===== src/sv/srpg_pkg.sv =====
`timescale 1ns / 1ps
// Package for the shape raster pixel generator: shape and action codes,
// the queued command record and the default display and arrow sizes.
// No dependencies; every other file of the block imports it.
package srpg_pkg;

	localparam int DEF_DISPLAY_WIDTH  = 320;
	localparam int DEF_DISPLAY_HEIGHT = 240;
	localparam int DEF_ARROW_WIDTH    = 35;
	localparam int DEF_ARROW_HEIGHT   = 18;

	// Area counters must hold the largest display side that is supported (4096).
	localparam int AREA_BITS = 13;

	// Entries in the queue between the classifier and the raster engine.
	localparam int QUEUE_DEPTH = 4;

	localparam logic [15:0] BLACK_565 = 16'h0000;

	typedef enum logic {
		ACT_START = 1'b0,
		ACT_TICK  = 1'b1
	} action_t;

	typedef enum logic [1:0] {
		SHAPE_FILL       = 2'd0,
		SHAPE_OUTLINE    = 2'd1,
		SHAPE_ARROW_UP   = 2'd2,
		SHAPE_ARROW_DOWN = 2'd3
	} shape_t;

	// One classified transaction as it waits in the queue.
	typedef struct packed {
		logic                 is_tick;
		logic                 ok;
		shape_t               kind;
		logic [15:0]          x0;
		logic [15:0]          y0;
		logic [15:0]          x1;
		logic [15:0]          y1;
		logic [AREA_BITS-1:0] w;
		logic [AREA_BITS-1:0] h;
		logic [15:0]          border;
		logic [15:0]          colour;
	} cmd_t;

	// Queue status and pop handshake between the queue and the raster engine.
	typedef struct packed {
		logic valid;
		logic pop;
	} queue_ctl_t;

endpackage


===== src/sv/shape_raster_pixel_generator_unit.sv =====
`timescale 1ns / 1ps
// Top level of the shape raster pixel generator: front end, queue and raster
// engine. Depends on srpg_pkg, srpg_front, srpg_queue and srpg_back.
//
//  Channel   Handshake               Payload
//  command   cmd_valid / cmd_ready   action, shape, pos_x, pos_y, size_w, size_h,
//                                    border, draw_colour
//  result    res_valid / res_ready   window_valid, rejected, win_x0..win_y1,
//                                    pixel_valid, pixel_colour, last_pixel
//
// One transaction in, one result out per clock, sustained with res_ready high.
// A command is classified on entry into a four-entry queue; the raster engine
// takes one entry per cycle into its result register while that register is
// empty or drains, so a command passes the queue and then the result register.
// Reset clears the queue pointers, the shape state and the result flag at once.
// A stalled result holds the engine while the queue keeps accepting until full.
module shape_raster_pixel_generator_unit import srpg_pkg::*; #(
	parameter int DISPLAY_WIDTH  = DEF_DISPLAY_WIDTH,
	parameter int DISPLAY_HEIGHT = DEF_DISPLAY_HEIGHT,
	parameter int ARROW_WIDTH    = DEF_ARROW_WIDTH,
	parameter int ARROW_HEIGHT   = DEF_ARROW_HEIGHT
) (
	input  logic        clk,
	input  logic        arst_n,
	input  logic        cmd_valid,
	output logic        cmd_ready,
	input  logic        action,
	input  logic [1:0]  shape,
	input  logic [15:0] pos_x,
	input  logic [15:0] pos_y,
	input  logic [15:0] size_w,
	input  logic [15:0] size_h,
	input  logic [15:0] border,
	input  logic [15:0] draw_colour,
	output logic        res_valid,
	input  logic        res_ready,
	output logic        window_valid,
	output logic        rejected,
	output logic [15:0] win_x0,
	output logic [15:0] win_y0,
	output logic [15:0] win_x1,
	output logic [15:0] win_y1,
	output logic        pixel_valid,
	output logic [15:0] pixel_colour,
	output logic        last_pixel
);

	cmd_t       front_cmd;
	cmd_t       q_head;
	logic       q_full;
	logic       q_valid;
	logic       push;
	queue_ctl_t q_ctl;

	assign cmd_ready = !q_full;
	assign push      = cmd_valid && cmd_ready;

	srpg_front #(
		.DISPLAY_WIDTH (DISPLAY_WIDTH),
		.DISPLAY_HEIGHT(DISPLAY_HEIGHT),
		.ARROW_WIDTH   (ARROW_WIDTH),
		.ARROW_HEIGHT  (ARROW_HEIGHT)
	) u_front (
		.action     (action),
		.shape      (shape),
		.pos_x      (pos_x),
		.pos_y      (pos_y),
		.size_w     (size_w),
		.size_h     (size_h),
		.border     (border),
		.draw_colour(draw_colour),
		.cmd        (front_cmd)
	);

	srpg_queue #(
		.DEPTH(QUEUE_DEPTH)
	) u_queue (
		.clk      (clk),
		.arst_n   (arst_n),
		.push     (push),
		.push_cmd (front_cmd),
		.full     (q_full),
		.ctl_in   (q_ctl),
		.not_empty(q_valid),
		.head     (q_head)
	);

	srpg_back #(
		.ARROW_WIDTH (ARROW_WIDTH),
		.ARROW_HEIGHT(ARROW_HEIGHT)
	) u_back (
		.clk         (clk),
		.arst_n      (arst_n),
		.q_valid     (q_valid),
		.q_head      (q_head),
		.q_ctl       (q_ctl),
		.res_valid   (res_valid),
		.res_ready   (res_ready),
		.window_valid(window_valid),
		.rejected    (rejected),
		.win_x0      (win_x0),
		.win_y0      (win_y0),
		.win_x1      (win_x1),
		.win_y1      (win_y1),
		.pixel_valid (pixel_valid),
		.pixel_colour(pixel_colour),
		.last_pixel  (last_pixel)
	);

	// An accepted transaction is always waiting in the queue in the next cycle.
	a_push_lands: assert property (@(posedge clk) disable iff (!arst_n)
		push |=> q_valid)
		else $error("accepted transaction missing from queue");

	// A result answers either a start or a tick, never both.
	a_result_kind: assert property (@(posedge clk) disable iff (!arst_n)
		res_valid |-> !((window_valid || rejected) && pixel_valid))
		else $error("result mixes window and pixel fields");

	a_window_or_reject: assert property (@(posedge clk) disable iff (!arst_n)
		res_valid |-> !(window_valid && rejected))
		else $error("start both accepted and rejected");

	a_last_is_pixel: assert property (@(posedge clk) disable iff (!arst_n)
		(res_valid && last_pixel) |-> pixel_valid)
		else $error("last pixel mark without pixel");

endmodule


===== src/sv/srpg_front.sv =====
`timescale 1ns / 1ps
// Front end of the shape raster pixel generator: checks each start command
// against the display and works out its window. Depends on srpg_pkg.
module srpg_front import srpg_pkg::*; #(
	parameter int DISPLAY_WIDTH  = DEF_DISPLAY_WIDTH,
	parameter int DISPLAY_HEIGHT = DEF_DISPLAY_HEIGHT,
	parameter int ARROW_WIDTH    = DEF_ARROW_WIDTH,
	parameter int ARROW_HEIGHT   = DEF_ARROW_HEIGHT
) (
	input  logic        action,
	input  logic [1:0]  shape,
	input  logic [15:0] pos_x,
	input  logic [15:0] pos_y,
	input  logic [15:0] size_w,
	input  logic [15:0] size_h,
	input  logic [15:0] border,
	input  logic [15:0] draw_colour,
	output cmd_t        cmd
);

	localparam int ARROW_HALF = ARROW_WIDTH / 2;

	logic [16:0] x_end;
	logic [16:0] y_end;
	logic [16:0] fill_w;
	logic [16:0] fill_h;
	logic [15:0] arrow_x0;
	logic [16:0] arrow_x_end;
	logic [16:0] arrow_y_end;

	assign x_end       = {1'b0, pos_x} + {1'b0, size_w};
	assign y_end       = {1'b0, pos_y} + {1'b0, size_h};
	assign fill_w      = (x_end > 17'(DISPLAY_WIDTH)) ? 17'(DISPLAY_WIDTH) - {1'b0, pos_x}
		: {1'b0, size_w};
	assign fill_h      = (y_end > 17'(DISPLAY_HEIGHT)) ? 17'(DISPLAY_HEIGHT) - {1'b0, pos_y}
		: {1'b0, size_h};
	assign arrow_x0    = pos_x - 16'(ARROW_HALF);
	assign arrow_x_end = {1'b0, arrow_x0} + 17'(ARROW_WIDTH);
	assign arrow_y_end = {1'b0, pos_y} + 17'(ARROW_HEIGHT);

	always_comb begin
		cmd         = '0;
		cmd.is_tick = (action == ACT_TICK);
		cmd.kind    = shape_t'(shape);
		cmd.y0      = pos_y;
		cmd.border  = border;
		cmd.colour  = draw_colour;
		unique case (shape_t'(shape))
			SHAPE_FILL: begin
				cmd.ok = (size_w != '0) && (size_h != '0) &&
					(pos_x < 16'(DISPLAY_WIDTH)) && (pos_y < 16'(DISPLAY_HEIGHT));
				cmd.x0 = pos_x;
				cmd.w  = AREA_BITS'(fill_w);
				cmd.h  = AREA_BITS'(fill_h);
				cmd.x1 = pos_x + 16'(fill_w) - 16'd1;
				cmd.y1 = pos_y + 16'(fill_h) - 16'd1;
			end
			SHAPE_OUTLINE: begin
				cmd.ok = (size_w != '0) && (size_h != '0) && (border != '0) &&
					(x_end <= 17'(DISPLAY_WIDTH)) && (y_end <= 17'(DISPLAY_HEIGHT));
				cmd.x0 = pos_x;
				cmd.w  = AREA_BITS'(size_w);
				cmd.h  = AREA_BITS'(size_h);
				cmd.x1 = pos_x + size_w - 16'd1;
				cmd.y1 = pos_y + size_h - 16'd1;
			end
			default: begin
				cmd.ok = (pos_x >= 16'(ARROW_HALF)) &&
					(arrow_x_end <= 17'(DISPLAY_WIDTH)) && (arrow_y_end <= 17'(DISPLAY_HEIGHT));
				cmd.x0 = arrow_x0;
				cmd.w  = AREA_BITS'(ARROW_WIDTH);
				cmd.h  = AREA_BITS'(ARROW_HEIGHT);
				cmd.x1 = arrow_x0 + 16'(ARROW_WIDTH - 1);
				cmd.y1 = pos_y + 16'(ARROW_HEIGHT - 1);
			end
		endcase
	end

endmodule


===== src/sv/srpg_queue.sv =====
`timescale 1ns / 1ps
// Short first-in first-out queue of classified transactions between the
// front end and the raster engine. Depends on srpg_pkg.
module srpg_queue import srpg_pkg::*; #(
	parameter int DEPTH = QUEUE_DEPTH
) (
	input  logic       clk,
	input  logic       arst_n,
	input  logic       push,
	input  cmd_t       push_cmd,
	output logic       full,
	input  queue_ctl_t ctl_in,
	output logic       not_empty,
	output cmd_t       head
);

	localparam int PTR_BITS = (DEPTH > 1) ? $clog2(DEPTH) : 1;
	localparam int CNT_BITS = $clog2(DEPTH + 1);

	cmd_t                entry_q [DEPTH];
	logic [PTR_BITS-1:0] wr_ptr_q;
	logic [PTR_BITS-1:0] rd_ptr_q;
	logic [CNT_BITS-1:0] count_q;
	logic                pop;

	assign pop       = ctl_in.valid && ctl_in.pop && not_empty;
	assign full      = (count_q == CNT_BITS'(DEPTH));
	assign not_empty = (count_q != '0);
	assign head      = entry_q[rd_ptr_q];

	always_ff @(posedge clk) begin
		if (push) begin
			entry_q[wr_ptr_q] <= push_cmd;
		end
	end

	always_ff @(posedge clk or negedge arst_n) begin
		if (!arst_n) begin
			wr_ptr_q <= '0;
			rd_ptr_q <= '0;
			count_q  <= '0;
		end else begin
			if (push) begin
				wr_ptr_q <= (wr_ptr_q == PTR_BITS'(DEPTH - 1)) ? '0 : wr_ptr_q + 1'b1;
			end
			if (pop) begin
				rd_ptr_q <= (rd_ptr_q == PTR_BITS'(DEPTH - 1)) ? '0 : rd_ptr_q + 1'b1;
			end
			if (push && !pop) begin
				count_q <= count_q + 1'b1;
			end else if (pop && !push) begin
				count_q <= count_q - 1'b1;
			end
		end
	end

endmodule


===== src/sv/srpg_back.sv =====
`timescale 1ns / 1ps
// Raster engine of the shape raster pixel generator: holds the shape in
// progress, walks it pixel by pixel and registers every result. Depends on srpg_pkg.
module srpg_back import srpg_pkg::*; #(
	parameter int ARROW_WIDTH  = DEF_ARROW_WIDTH,
	parameter int ARROW_HEIGHT = DEF_ARROW_HEIGHT
) (
	input  logic        clk,
	input  logic        arst_n,
	input  logic        q_valid,
	input  cmd_t        q_head,
	output queue_ctl_t  q_ctl,
	output logic        res_valid,
	input  logic        res_ready,
	output logic        window_valid,
	output logic        rejected,
	output logic [15:0] win_x0,
	output logic [15:0] win_y0,
	output logic [15:0] win_x1,
	output logic [15:0] win_y1,
	output logic        pixel_valid,
	output logic [15:0] pixel_colour,
	output logic        last_pixel
);

	localparam int ARROW_HALF = ARROW_WIDTH / 2;

	logic                 busy_q;
	shape_t               kind_q;
	logic [AREA_BITS-1:0] col_q;
	logic [AREA_BITS-1:0] row_q;
	logic [AREA_BITS-1:0] w_q;
	logic [AREA_BITS-1:0] h_q;
	logic [15:0]          border_q;
	logic [15:0]          colour_q;

	logic                 res_valid_q;
	logic                 window_valid_q;
	logic                 rejected_q;
	logic [15:0]          win_x0_q;
	logic [15:0]          win_y0_q;
	logic [15:0]          win_x1_q;
	logic [15:0]          win_y1_q;
	logic                 pixel_valid_q;
	logic [15:0]          pixel_colour_q;
	logic                 last_pixel_q;

	logic                 pop;
	logic                 last_col;
	logic                 last_row;
	logic                 on_border;
	logic [AREA_BITS-1:0] col_off;
	logic [AREA_BITS-1:0] half;
	logic [15:0]          colour_now;

	// A new transaction moves in whenever the result register is empty or drains.
	assign pop         = q_valid && (!res_valid_q || res_ready);
	assign q_ctl.valid = q_valid;
	assign q_ctl.pop   = pop;

	assign last_col = ({1'b0, col_q} + 1'b1) >= {1'b0, w_q};
	assign last_row = ({1'b0, row_q} + 1'b1) >= {1'b0, h_q};

	assign on_border = ({3'b0, row_q} < border_q) ||
		(({4'b0, row_q} + {1'b0, border_q}) >= {4'b0, h_q}) ||
		({3'b0, col_q} < border_q) ||
		(({4'b0, col_q} + {1'b0, border_q}) >= {4'b0, w_q});

	assign col_off = (col_q >= AREA_BITS'(ARROW_HALF)) ? col_q - AREA_BITS'(ARROW_HALF)
		: AREA_BITS'(ARROW_HALF) - col_q;
	assign half = (kind_q == SHAPE_ARROW_UP) ? row_q : AREA_BITS'(ARROW_HEIGHT - 1) - row_q;

	always_comb begin
		unique case (kind_q) inside
			SHAPE_FILL:                       colour_now = colour_q;
			SHAPE_OUTLINE:                    colour_now = on_border ? colour_q : BLACK_565;
			SHAPE_ARROW_UP, SHAPE_ARROW_DOWN: colour_now = (col_off <= half) ? colour_q
				: BLACK_565;
			default:                          colour_now = BLACK_565;
		endcase
	end

	// Shape state and the output valid flag.
	always_ff @(posedge clk or negedge arst_n) begin
		if (!arst_n) begin
			busy_q      <= 1'b0;
			kind_q      <= SHAPE_FILL;
			col_q       <= '0;
			row_q       <= '0;
			res_valid_q <= 1'b0;
		end else begin
			if (pop) begin
				res_valid_q <= 1'b1;
			end else if (res_ready) begin
				res_valid_q <= 1'b0;
			end
			if (pop) begin
				if (!q_head.is_tick) begin
					// A start abandons any shape in progress.
					busy_q <= q_head.ok;
					col_q  <= '0;
					row_q  <= '0;
					if (q_head.ok) begin
						kind_q <= q_head.kind;
					end
				end else if (busy_q) begin
					if (last_col) begin
						col_q <= '0;
						if (last_row) begin
							busy_q <= 1'b0;
							row_q  <= '0;
						end else begin
							row_q <= row_q + 1'b1;
						end
					end else begin
						col_q <= col_q + 1'b1;
					end
				end
			end
		end
	end

	// Shape geometry and the result payload.
	always_ff @(posedge clk) begin
		if (pop) begin
			if (!q_head.is_tick && q_head.ok) begin
				w_q      <= q_head.w;
				h_q      <= q_head.h;
				border_q <= q_head.border;
				colour_q <= q_head.colour;
			end
			window_valid_q <= !q_head.is_tick && q_head.ok;
			rejected_q     <= !q_head.is_tick && !q_head.ok;
			win_x0_q       <= (!q_head.is_tick && q_head.ok) ? q_head.x0 : '0;
			win_y0_q       <= (!q_head.is_tick && q_head.ok) ? q_head.y0 : '0;
			win_x1_q       <= (!q_head.is_tick && q_head.ok) ? q_head.x1 : '0;
			win_y1_q       <= (!q_head.is_tick && q_head.ok) ? q_head.y1 : '0;
			pixel_valid_q  <= q_head.is_tick && busy_q;
			pixel_colour_q <= (q_head.is_tick && busy_q) ? colour_now : '0;
			last_pixel_q   <= q_head.is_tick && busy_q && last_col && last_row;
		end
	end

	assign res_valid    = res_valid_q;
	assign window_valid = window_valid_q;
	assign rejected     = rejected_q;
	assign win_x0       = win_x0_q;
	assign win_y0       = win_y0_q;
	assign win_x1       = win_x1_q;
	assign win_y1       = win_y1_q;
	assign pixel_valid  = pixel_valid_q;
	assign pixel_colour = pixel_colour_q;
	assign last_pixel   = last_pixel_q;

endmodule


===== config.mk =====
export PLATFORM = sky130hd
export DESIGN_NAME = shape_raster_pixel_generator_unit
export DESIGN_NICKNAME = d
export VERILOG_FILES = /design/src/sv/srpg_pkg.sv /design/src/sv/shape_raster_pixel_generator_unit.sv /design/src/sv/srpg_front.sv /design/src/sv/srpg_queue.sv /design/src/sv/srpg_back.sv
export SDC_FILE = /design/constraint.sdc
export NUM_CORES = 1
export LEC_CHECK = 0
export BUFFER_PORTS_ARGS = -buffer_cell sky130_fd_sc_hd__buf_2
export CORE_ASPECT_RATIO = 1.75
export CORE_MARGIN = 5
export CORE_UTILIZATION = 56
export CTS_CLUSTER_DIAMETER = 100
export CTS_CLUSTER_SIZE = 8
export DETAILED_ROUTE_END_ITERATION = 12
export PLACE_DENSITY = 0.74
export REMOVE_ABC_BUFFERS = 1
export SYNTH_ARGS = -nofsm -noshare
export SYNTH_HDL_FRONTEND = slang
export SYNTH_SLANG_ARGS = --single-unit

===== constraint.sdc =====
create_clock -name clk -period 11.65 [get_ports clk]
set_input_delay 0 -clock clk [delete_from_list [all_inputs] [get_ports clk]]
set_output_delay 0 -clock clk [all_outputs]
set_load 0.01 [all_outputs]

==> reports/qor.yml <==
outcome: "finished, final reports clean"
final_util: 0.646
hold-worst-slack_ns: 0.0772
num_vias: 24993
cap_violations: 0
track_usage: 0.295
ctsHoldBuffers: 93
cts.reportedPaths.clkPinSlew_ns: 0.05
drive_gt1_frac: 0.150
hold_viol_final: 0
r2r_cells: 19
place_congestion: 0.914
finalCritPeriodShare: 0.561
nFillCells: 4871
avgViaCountPerCell: 6.04
finalClockSkew_ns: 0.0294
synth_common_cells: "edfxtp_1, ha_1, inv_1"
synth_area_leaders: "edfxtp_1, ha_1, mux4_2"
cp_top_family: "compound AO/OA/AOI/OAI gates"
clockRootBuffer: "clkbuf_16"
drc: 0
start_util: 0.563
final_net_count: 3601
cts_sinks: 683
tritoncts: "built"
startpoint_type: "primary input"
critical_path_depth: 29
max_stage_delay_ns: 0.52
crit_slowest_cell: "dlygate4sd3_1"
worstPathRequired_ns: 12.03
clock_latency_ns: 0.68
antenna_found_initial: 2
first_global_vias: 26389
multi_input_area_um2: 15500
wl_per_cell_um: 25.6
drv_slew: 0
die_y_um: 351
ir_drop_uv: 177
dpl.hpwl_mm: 74.0
power_mw: 9.31
crit_type: "primary input to flop"
cts_max_level: 3
die_x_um: 205
hold_class: "primary input to flop"
grt-ovfl-total: 0
grt_setup_unrepaired: "no"
regArea_um2: 20300
synthArstFlopShare: 0.0542
synthCells: 2902
post-place-cells: 3899
antenna-diode-count: 0
ys_warn_count: 0
stdcell_count: 4140
r2r_slack_ns: 6.23
ant_nets: 0
crit_arrival_ns: 6.92
yosysMostFrequentCell: "edfxtp_1"
synth-seq-area-share: 0.546
worst_pin_slew_ns: 1.09
synth_ff_type: "edfxtp_1"
period_needed_ns: 6.54
max_slew_margin: 0.269
numCtsBuffers: 95
finalSetupTns_ns: 0
powerDensity_nw_per_um2: 218
synth_seq_cells: 683
wirelength_mm: 106
crit_fanout: 30
num_io_pins: 189
post_cts_buffers: 0
whs_path_depth: 3
synth.distinct_cells: 88
grt_first_pass_wirelength_mm: 158
avgSynthCellArea_um2: 12.8
grt_max_degree: 63
ctsResizeCount: 0
core_um2: 66200
drt_iter0_markers: 1694
p_leak_nw: 16.5
clockBufferDepth: 3
areaGrowthSynthToFinish_pct: 14.9
io_buffer_count: 188
num_rows: 125
die_area_um2: 71900
synth_area_um2: 37200
clock.fmax_mhz: 153
yosys.area.top_type: "edfxtp_1"
dr.pass1.iters: 6
yosysTopAreaCellShare: 0.521
critPathBufInv: 6
endpoint_kind: "flop"
synth_edf_count: 646
setup_viol: 0
layout make-up:
cell class                      count  area share
Multi-Input combinational cell   1849       0.363
Clock inverter                      8     0.00454
Timing Repair Buffer              309      0.0487
Clock buffer                      140      0.0595
Sequential cell                   683       0.475
Inverter                          262      0.0231
Tap cell                          889      0.0260
power breakdown:
| group | total (mW) | internal, mW | switching [mW] |
|---|---|---|---|
| registers | 3.77 | 3.49 | 0.274 |
| logic | 3.00 | 1.20 | 1.80 |
| clock network | 2.55 | 1.50 | 1.05 |
| total | 9.31 | 6.20 | 3.12 |
worst min-delay path, stage by stage:
cell     delay, ns
buf_2         0.15
inv_1         0.17
xnor2_1       0.22
final timing paths:
path                                                start                                   end
max                                              pos_y[1]      u_queue.entry_q[2][73]$_DFFE_PP_
min reg2reg                u_queue.count_q[2]$_DFFE_PN0P_        u_queue.count_q[2]$_DFFE_PN0P_
min                                             pos_x[12]     u_queue.entry_q[0][118]$_DFFE_PP_
min in group asynchronous                          arst_n           u_back.col_q[1]$_DFFE_PN0P_
max in group asynchronous                          arst_n       u_queue.rd_ptr_q[0]$_DFFE_PN0P_
max reg2reg                  u_back.border_q[0]$_DFFE_PP_  u_back.pixel_colour[1]$_SDFFCE_PN0P_
cells by family after synthesis:
group	share of synthesized area
compound gates	0.0927
xor+xnor	0.0472
fa+ha+maj	0.102
buf+inv	0.0383
flops	0.546
mux	0.0842
simple gates	0.0896
metal layers:
metal	up-vias	wire [µm]	global-route usage
li1	11357	-	-
met1	12455	37600	0.328
met2	894	56000	0.535
met3	283	5360	0.0437
met4	4	6840	0.172
met5	-	25	0
cells in the final DEF (no fill, tap or decap), types with 45 or more instances in the layout:
cell type      instances
inv_1                258
clkbuf_16             95
nand2_1              144
nor2_1               177
dlygate4sd3_1         93
buf_2                188
xnor2_1              145
a21oi_1              140
ha_1                 289
clkbuf_1              45
edfxtp_1             646
o21ai_0              108
xor2_1                52
nor2b_1               87
mux4_2               126
nor3_1                60
per-stage QoR:
step                setup slack, ns  cell area [µm²]
floorplan                      1.54            36800
global placement               5.39            39100
detailed placement             5.13            39100
CTS                            5.31            42800
global route                   4.65            42800
finish                         5.11            42800
state kept, by name, summed over array words and instances, names as in the netlist, 3 cells and up:
register,cells
u_back.win_x1,16
u_back.win_x0,16
u_back.w_q,13
u_back.row_q,13
u_back.border_q,16
u_back.win_y1,16
u_queue.count_q,3
u_back.h_q,13
u_back.win_y0,16
u_back.colour_q,16
u_back.pixel_colour,16
u_back.col_q,13
u_queue.entry_q,504
(Power assumes the default switching activity.)
